### config.mk
export PLATFORM = sky130hd
export DESIGN_NAME = psc_ctrl
export DESIGN_NICKNAME = d
export VERILOG_FILES = /design/src/rtl/point_set_covariance_3d_assert.svh /design/src/rtl/psc_pkg.sv /design/src/rtl/psc_ctrl.sv
export SDC_FILE = /design/constraint.sdc
export NUM_CORES = 1
export LEC_CHECK = 0
export CAP_MARGIN = 0
export CORE_UTILIZATION = 45
export DETAILED_ROUTE_END_ITERATION = 10
export DONT_BUFFER_PORTS = 1
export PLACE_DENSITY = 0.68
export SYNTH_ARGS = -nofsm -noshare
export SYNTH_HDL_FRONTEND = slang
export SYNTH_SLANG_ARGS = --single-unit
### constraint.sdc
create_clock -name clk -period 2.7 [get_ports clk]
set_clock_uncertainty 0.05 [all_clocks]
set_input_delay 0.27 -clock clk [delete_from_list [all_inputs] [get_ports clk]]
set_output_delay 0.27 -clock clk [all_outputs]
set_load 0.05 [all_outputs]
### src/rtl/point_set_covariance_3d_assert.svh
// Assertion macros shared by the covariance block
`ifndef POINT_SET_COVARIANCE_3D_ASSERT_SVH
`define POINT_SET_COVARIANCE_3D_ASSERT_SVH

`ifndef SYNTHESIS

// Check that a property holds at every clock edge out of reset
`define PSC_ASSERT(lbl, clk_i, rst_ni, prop) \
    lbl: assert property (@(posedge clk_i) disable iff (!rst_ni) (prop)) \
        else $error("psc assertion failed");

// Check that a condition is never true out of reset
`define PSC_ASSERT_NEVER(lbl, clk_i, rst_ni, cond) \
    lbl: assert property (@(posedge clk_i) disable iff (!rst_ni) !(cond)) \
        else $error("psc forbidden condition seen");

`else

`define PSC_ASSERT(lbl, clk_i, rst_ni, prop)
`define PSC_ASSERT_NEVER(lbl, clk_i, rst_ni, cond)

`endif

`endif

### src/rtl/psc_pkg.sv
// Shared widths, codes, types and helpers of the point set covariance block
`timescale 1ns / 1ps
`default_nettype none

package psc_pkg;

    // Field and state widths
    localparam int CRD_W      = 16;
    localparam int SUM_W      = 32;
    localparam int PSUM_W     = 48;
    localparam int PSUM_LO_W  = 24;
    localparam int PSUM_HI_W  = PSUM_W - PSUM_LO_W;
    localparam int PTS_W      = 16;
    localparam int VAR_W      = 31;
    localparam int COV_W      = 32;
    localparam int TR_W       = 33;
    localparam int STAT_W     = 2;
    localparam int DEN_W      = 2 * PTS_W;
    localparam int MAG_W      = 64;
    localparam int NUM_W      = 66;
    localparam int N_AXIS     = 3;
    localparam int N_ENT      = 6;
    localparam int ENT_IDX_W  = 3;
    localparam int AXIS_IDX_W = 2;
    localparam int DIV_STEPS  = MAG_W;
    localparam int DIV_CNT_W  = $clog2(DIV_STEPS);

    // Stream word widths
    localparam int S_DATA_W = N_AXIS * CRD_W;
    localparam int M_DATA_W = 3 * VAR_W + 3 * COV_W + TR_W + PTS_W + STAT_W;

    // Default counter width
    localparam int COUNT_BITS_DEF = 16;

    // Status codes
    localparam logic [STAT_W-1:0] STATUS_OK    = 2'd0;
    localparam logic [STAT_W-1:0] STATUS_SHORT = 2'd1;
    localparam logic [STAT_W-1:0] STATUS_OVF   = 2'd2;

    // Index of the last matrix entry
    localparam logic [ENT_IDX_W-1:0] ENT_LAST = ENT_IDX_W'(N_ENT - 1);

    // Controller to datapath commands
    typedef struct packed {
        logic                 take;
        logic                 drain;
        logic                 mul_lo;
        logic                 mul_hi;
        logic                 mul_ab;
        logic                 diff;
        logic                 div_step;
        logic                 fix;
        logic                 load_out;
        logic [ENT_IDX_W-1:0] entry;
    } psc_cmd_t;

    // Datapath to controller status
    typedef struct packed {
        logic short_set;
        logic out_free;
    } psc_stat_t;

    // First axis of a matrix entry (order xx, yy, zz, xy, xz, yz)
    function automatic logic [AXIS_IDX_W-1:0] axis_a(input logic [ENT_IDX_W-1:0] k);
        logic [AXIS_IDX_W-1:0] a;
        unique case (k)
            3'd0:    a = 2'd0;
            3'd1:    a = 2'd1;
            3'd2:    a = 2'd2;
            3'd3:    a = 2'd0;
            3'd4:    a = 2'd0;
            3'd5:    a = 2'd1;
            default: a = 2'd0;
        endcase
        return a;
    endfunction

    // Second axis of a matrix entry
    function automatic logic [AXIS_IDX_W-1:0] axis_b(input logic [ENT_IDX_W-1:0] k);
        logic [AXIS_IDX_W-1:0] b;
        unique case (k)
            3'd0:    b = 2'd0;
            3'd1:    b = 2'd1;
            3'd2:    b = 2'd2;
            3'd3:    b = 2'd1;
            3'd4:    b = 2'd2;
            3'd5:    b = 2'd2;
            default: b = 2'd0;
        endcase
        return b;
    endfunction

endpackage

`default_nettype wire

### src/rtl/psc_ctrl.sv
// Sequencer for accumulation, per-entry arithmetic and result hand-off
`timescale 1ns / 1ps
`default_nettype none

module psc_ctrl (
    input  wire logic              clk,
    input  wire logic              rst_n,
    input  wire logic              s_tvalid,
    input  wire logic              s_tlast,
    input  wire psc_pkg::psc_stat_t stat,
    output psc_pkg::psc_cmd_t       cmd
);
    import psc_pkg::*;

    localparam logic [3:0] ST_ACC   = 4'd0;
    localparam logic [3:0] ST_DRAIN = 4'd1;
    localparam logic [3:0] ST_MLO   = 4'd2;
    localparam logic [3:0] ST_MHI   = 4'd3;
    localparam logic [3:0] ST_MAB   = 4'd4;
    localparam logic [3:0] ST_DIFF  = 4'd5;
    localparam logic [3:0] ST_DIV   = 4'd6;
    localparam logic [3:0] ST_FIX   = 4'd7;
    localparam logic [3:0] ST_OUT   = 4'd8;

    localparam logic [DIV_CNT_W-1:0] DIV_LAST = DIV_CNT_W'(DIV_STEPS - 1);

    logic [3:0]           state_reg, state_next;
    logic [ENT_IDX_W-1:0] entry_reg, entry_next;
    logic [DIV_CNT_W-1:0] bit_reg, bit_next;

    // Next state and counters
    always_comb
    begin
        state_next = state_reg;
        entry_next = entry_reg;
        bit_next   = bit_reg;
        unique case (state_reg)
            ST_ACC:
            begin
                if (s_tvalid && s_tlast)
                begin
                    state_next = ST_DRAIN;
                end
            end
            ST_DRAIN:
            begin
                entry_next = '0;
                state_next = stat.short_set ? ST_OUT : ST_MLO;
            end
            ST_MLO:  state_next = ST_MHI;
            ST_MHI:  state_next = ST_MAB;
            ST_MAB:  state_next = ST_DIFF;
            ST_DIFF:
            begin
                bit_next   = '0;
                state_next = ST_DIV;
            end
            ST_DIV:
            begin
                bit_next = bit_reg + 1'b1;
                if (bit_reg == DIV_LAST)
                begin
                    state_next = ST_FIX;
                end
            end
            ST_FIX:
            begin
                if (entry_reg == ENT_LAST)
                begin
                    state_next = ST_OUT;
                end
                else
                begin
                    entry_next = entry_reg + 1'b1;
                    state_next = ST_MLO;
                end
            end
            ST_OUT:
            begin
                if (stat.out_free)
                begin
                    state_next = ST_ACC;
                end
            end
            default: state_next = ST_ACC;
        endcase
    end

    // Decode commands from the state
    always_comb
    begin
        cmd          = '0;
        cmd.entry    = entry_reg;
        cmd.take     = (state_reg == ST_ACC);
        cmd.drain    = (state_reg == ST_DRAIN);
        cmd.mul_lo   = (state_reg == ST_MLO);
        cmd.mul_hi   = (state_reg == ST_MHI);
        cmd.mul_ab   = (state_reg == ST_MAB);
        cmd.diff     = (state_reg == ST_DIFF);
        cmd.div_step = (state_reg == ST_DIV);
        cmd.fix      = (state_reg == ST_FIX);
        cmd.load_out = (state_reg == ST_OUT) && stat.out_free;
    end

    // Hold state
    always_ff @(posedge clk or negedge rst_n)
    begin
        if (!rst_n)
        begin
            state_reg <= ST_ACC;
            entry_reg <= '0;
            bit_reg   <= '0;
        end
        else
        begin
            state_reg <= state_next;
            entry_reg <= entry_next;
            bit_reg   <= bit_next;
        end
    end

endmodule

`default_nettype wire

# Yosys cells after proc, flatten, opt, wreduce, memory -nomap -nowiden
# Index checks and enable logic that the tools add are counted.
dict set report word_totals {
  reg_bits 13
  input_bits 6
  output_inout_bits 12
  wordCells 35
}
dict set report op_classes {
  n_addsub 2
  eq_ne 14
  mux 9
  n_reduce_logical 7
}
# op n
set ops {}
lappend ops {{case mux 4 bit (9 select lines)} 1}
lappend ops {{two-way mux 4 bit} 5}
lappend ops {{== test 4 x 3 -> 1 bit (second input constant)} 4}
lappend ops {{case mux 6 bit (2 select lines)} 1}
lappend ops {{== test 4 x 2 -> 1 bit (second input constant)} 2}
lappend ops {{adder 6 x 1 -> 6 bit (second input constant)} 1}
lappend ops {{== test 6 bit (second input constant)} 1}
lappend ops {{case mux 3 bit (2 select lines)} 1}
lappend ops {{== test 4 x 1 -> 1 bit (second input constant)} 1}
lappend ops {{== test 4 bit (second input constant)} 1}
lappend ops {{zero test 4 bit} 1}
lappend ops {{!= test 2 x 1 -> 1 bit (second input constant)} 2}
lappend ops {{!= test 2 bit (second input constant)} 2}
lappend ops {{nonzero test 2 bit} 2}
lappend ops {{adder 3 x 1 -> 3 bit (second input constant)} 1}
lappend ops {{== test 3 bit (second input constant)} 1}
lappend ops {{two-way mux 3 bit} 1}
lappend ops {{AND reduction 3 bit} 1}
lappend ops {{logical AND 1 bit} 2}
lappend ops {{AND reduction 2 bit} 1}

# Depth between registers and ports, before layout
dict set report depth {
  depth_word 3
  depth_mapped 5
  ltp_nobuf 5
}

# Worst setup path before layout
# No wires, ideal clock.
dict set report synth_path {
  path_type {reg2out}
  start {reg state_reg[3]}
  end {out cmd[11] (netlist name)}
  arrival_ns 2.092
  setup_slack_ns 0.288
  stages_incl_launch_ff 3
  path_cell_list {dfrtp_1 -> buf_2 -> nor4_1}
}
# element line
set synth_rtl {}
lappend synth_rtl {{from (decl)} psc_ctrl.sv:27} ;# logic [3:0] state_reg, state_next;
lappend synth_rtl {{from (signal assigned)} psc_ctrl.sv:116} ;# state_reg <= state_next;
lappend synth_rtl {{to (decl)} psc_ctrl.sv:11} ;# output psc_pkg::psc_cmd_t cmd

==> impl_metrics.ini <==
[status]
status = complete, but fails checks
violations = DRC

[timing]
max_slew_margin_pct = 60.0
final.setup.tns_ns = 0
hold_viol_final = 0
timing.fmax_ghz = 0.471
worst-slew-pin-transition_ns = 0.598
maxSlewViolCount = 0
setup_viol = 0
rsz0062_at_grt = false
final.period_utilization_pct = 78.6
hold_slack_ns = 0.204
min_period_ns = 2.12

[setup_path]
crit_family = flip-flops
critPathCaptureType = primary output
worst-path-buf-inv = 1
worstPathCellList = or4b_4 -> inv_1
cp_slowest_stage_delay_ns = 0.64
cp-start-kind = flop
worst-path-max-fanout = 13
cp_data_required_time_ns = 2.38
crit_slowest_cell = dfrtp_1
cp_data_arrival_time_ns = 1.80
worstSetupPathDepth = 2
crit_type = flop to primary output
r2r_cells = 3

[drt]
drtPass1Iterations = 7
routed_wl_um = 1500
drtIter0Drc = 12
via_per_inst = 5.93
ant_nets = 0
wl_per_cell_um = 14.4
vias = 617
drc = 1

[placement]
place_inst = 99
gp_congestion = 0.799
placed_area_um2 = 853
dp_hpwl_um = 1090
portBuffers = 0

[global_routing]
antenna_found_initial = 0
first_global_vias = 603
grt_overflow = 0
grt_usage_pct = 18.4
grt_max_degree = 14
grt_pass1_wl_um = 2630

[yosys]
netlist_instances = 81
synth_edf_count = 0
synth_area_um2 = 796
synth.distinct_cells = 34
synthArstFlopShare_pct = 100
yosysWarningCount = 0
synth_fp_nets = 90
synth_flop_cell = dfrtp_1
ys_seq_elements = 13
ys_seq_area_share_pct = 40.9
syn_avg_cell_area_um2 = 9.82

[cts]
root_buffer = clkbuf_4
h-tree-depth = 1
numCtsBuffers = 3
postCtsSetupBuffers = 0
cts_hold_buffers = 1
cts_tree = built
ctsLongestPathBuffers = 2
clk_latency_ns = 0.27
cts_sinks = 13
clkTransAtPathRegs_ns = 0.08
cts-resized-gates = 0

[floorplan]
die-height_um = 44.1
ioPinCount = 18
die_x_um = 44.1
initial_core_util_pct = 50.5
dieArea_um2 = 1940
core_area_um2 = 1580
rows = 14

[pwr]
p_leak_nw = 0.408
ir_worst_vdd_mv = 0.555
p_per_area_nw_per_um2 = 1130

[finish]
final_area_um2 = 890
n_antenna_cell = 0
nNetsFinal = 98
final_util_pct = 56.4
drive_above_1_share_pct = 18.2
fillers = 138
syn2layout_area_growth_pct = 11.8
finalNonFillerCells = 104
largest_register_ffs = 6

[min_path]
min_path_cells = 3
hold_path.class = input port to flop

[flow_run]
drv_cap = 0
Yosys cell counts (2+ instances only):
master	count	area, um^2
dfrtp_1	13	325
nand2_1	9	33.8
nand3_1	7	35.0
mux2i_1	4	40.0
nor2_1	4	15.0
a22o_1	3	26.3
ha_1	3	37.5
inv_1	3	11.3
nand2b_1	3	18.8
nor3_1	3	15.0
a211oi_1	2	15.0
buf_2	2	10.0
buf_4	2	15.0
nor4_1	2	12.5
xnor2_1	2	17.5
metrics by stage:
step           setup slack [ns]  power, mW
2_1_floorplan             0.288      0.783
3_3_place_gp              0.912      0.876
3_5_place_dp              0.890      0.884
4_1_cts                   0.579       1.01
5_1_grt                   0.511       1.07
6_report                  0.577       1.00
metal layers:
| metal | share of wire, % | GRT usage, % | up-vias |
|---|---|---|---|
| met3 | 3.7 | 3.27 | 2 |
| li1 | - | - | 305 |
| met4 | 0.53 | 9.09 | 0 |
| met1 | 48 | 25.2 | 300 |
| met5 | 0 | 0 | - |
| met2 | 48 | 28.2 | 10 |
cell families after synthesis:
family                     count (synthesis)  synth area share (%)
AOI/OAI and AO/OA                         13                  12.3
xor gates and xnor gates                   3                  3.30
adders and majority gates                  3                  4.72
buffers and inverters                      8                  5.97
DFF                                       13                  40.9
muxes                                      5                  6.45
and+or+nand+nor                           36                  26.4
layout by cell type (no fill, tap or decap), types with 2 or more instances in the layout:
master,Yosys,layout
ha_1,3,3
a22o_1,3,3
clkbuf_4,0,3
inv_1,3,3
nand3_1,7,7
mux2i_1,4,4
nor2_1,4,4
nand2_1,9,9
dfrtp_1,13,13
a211oi_1,2,2
nand2b_1,3,3
xnor2_1,2,2
nor3_1,3,3
nor4_2,0,2
buf_4,2,7
where the power goes:
| group | switching, mW | leakage [nW] | internal (mW) |
|---|---|---|---|
| logic | 0.296 | 0.219 | 0.186 |
| clock network | 0.0619 | 0.0150 | 0.0571 |
| registers | 0.160 | 0.174 | 0.243 |
| total | 0.518 | 0.408 | 0.486 |
worst paths after layout:
kind	slack, ns	from	to
hold / removal	0.20	stat[0]	state_reg[3]$_DFFE_PN0P_
min in group asynchronous	0.39	rst_n	bit_reg[5]$_DFFE_PN0P_
hold reg to reg	0.50	bit_reg[2]$_DFFE_PN0P_	bit_reg[2]$_DFFE_PN0P_
setup reg to reg	0.99	state_reg[0]$_DFFE_PN0P_	entry_reg[0]$_DFFE_PN0P_
max in group asynchronous	1.82	rst_n	bit_reg[0]$_DFFE_PN0P_
setup / recovery	0.58	state_reg[0]$_DFFE_PN0P_	cmd[10]
area by class of cell:
class	count	area, um^2	share of cell area [%]
sequential	13	325	36.6
timing repair buffer	8	62.6	7.03
tap	16	20.0	2.25
inverter	3	11.3	1.27
clock buffer	4	26.3	2.95
multi-input combinational	60	444	49.9
worst reg2reg max path, delay by kind of cell, from the launching register on:
| kind | cells | cell delay, ns |
|---|---|---|
| AND/OR/NAND/NOR | 2 | 0.72 |
| flip-flops | 1 | 0.64 |
| multiplexers | 1 | 0.16 |
No activity file was read; power rests on OpenSTA's default activity.
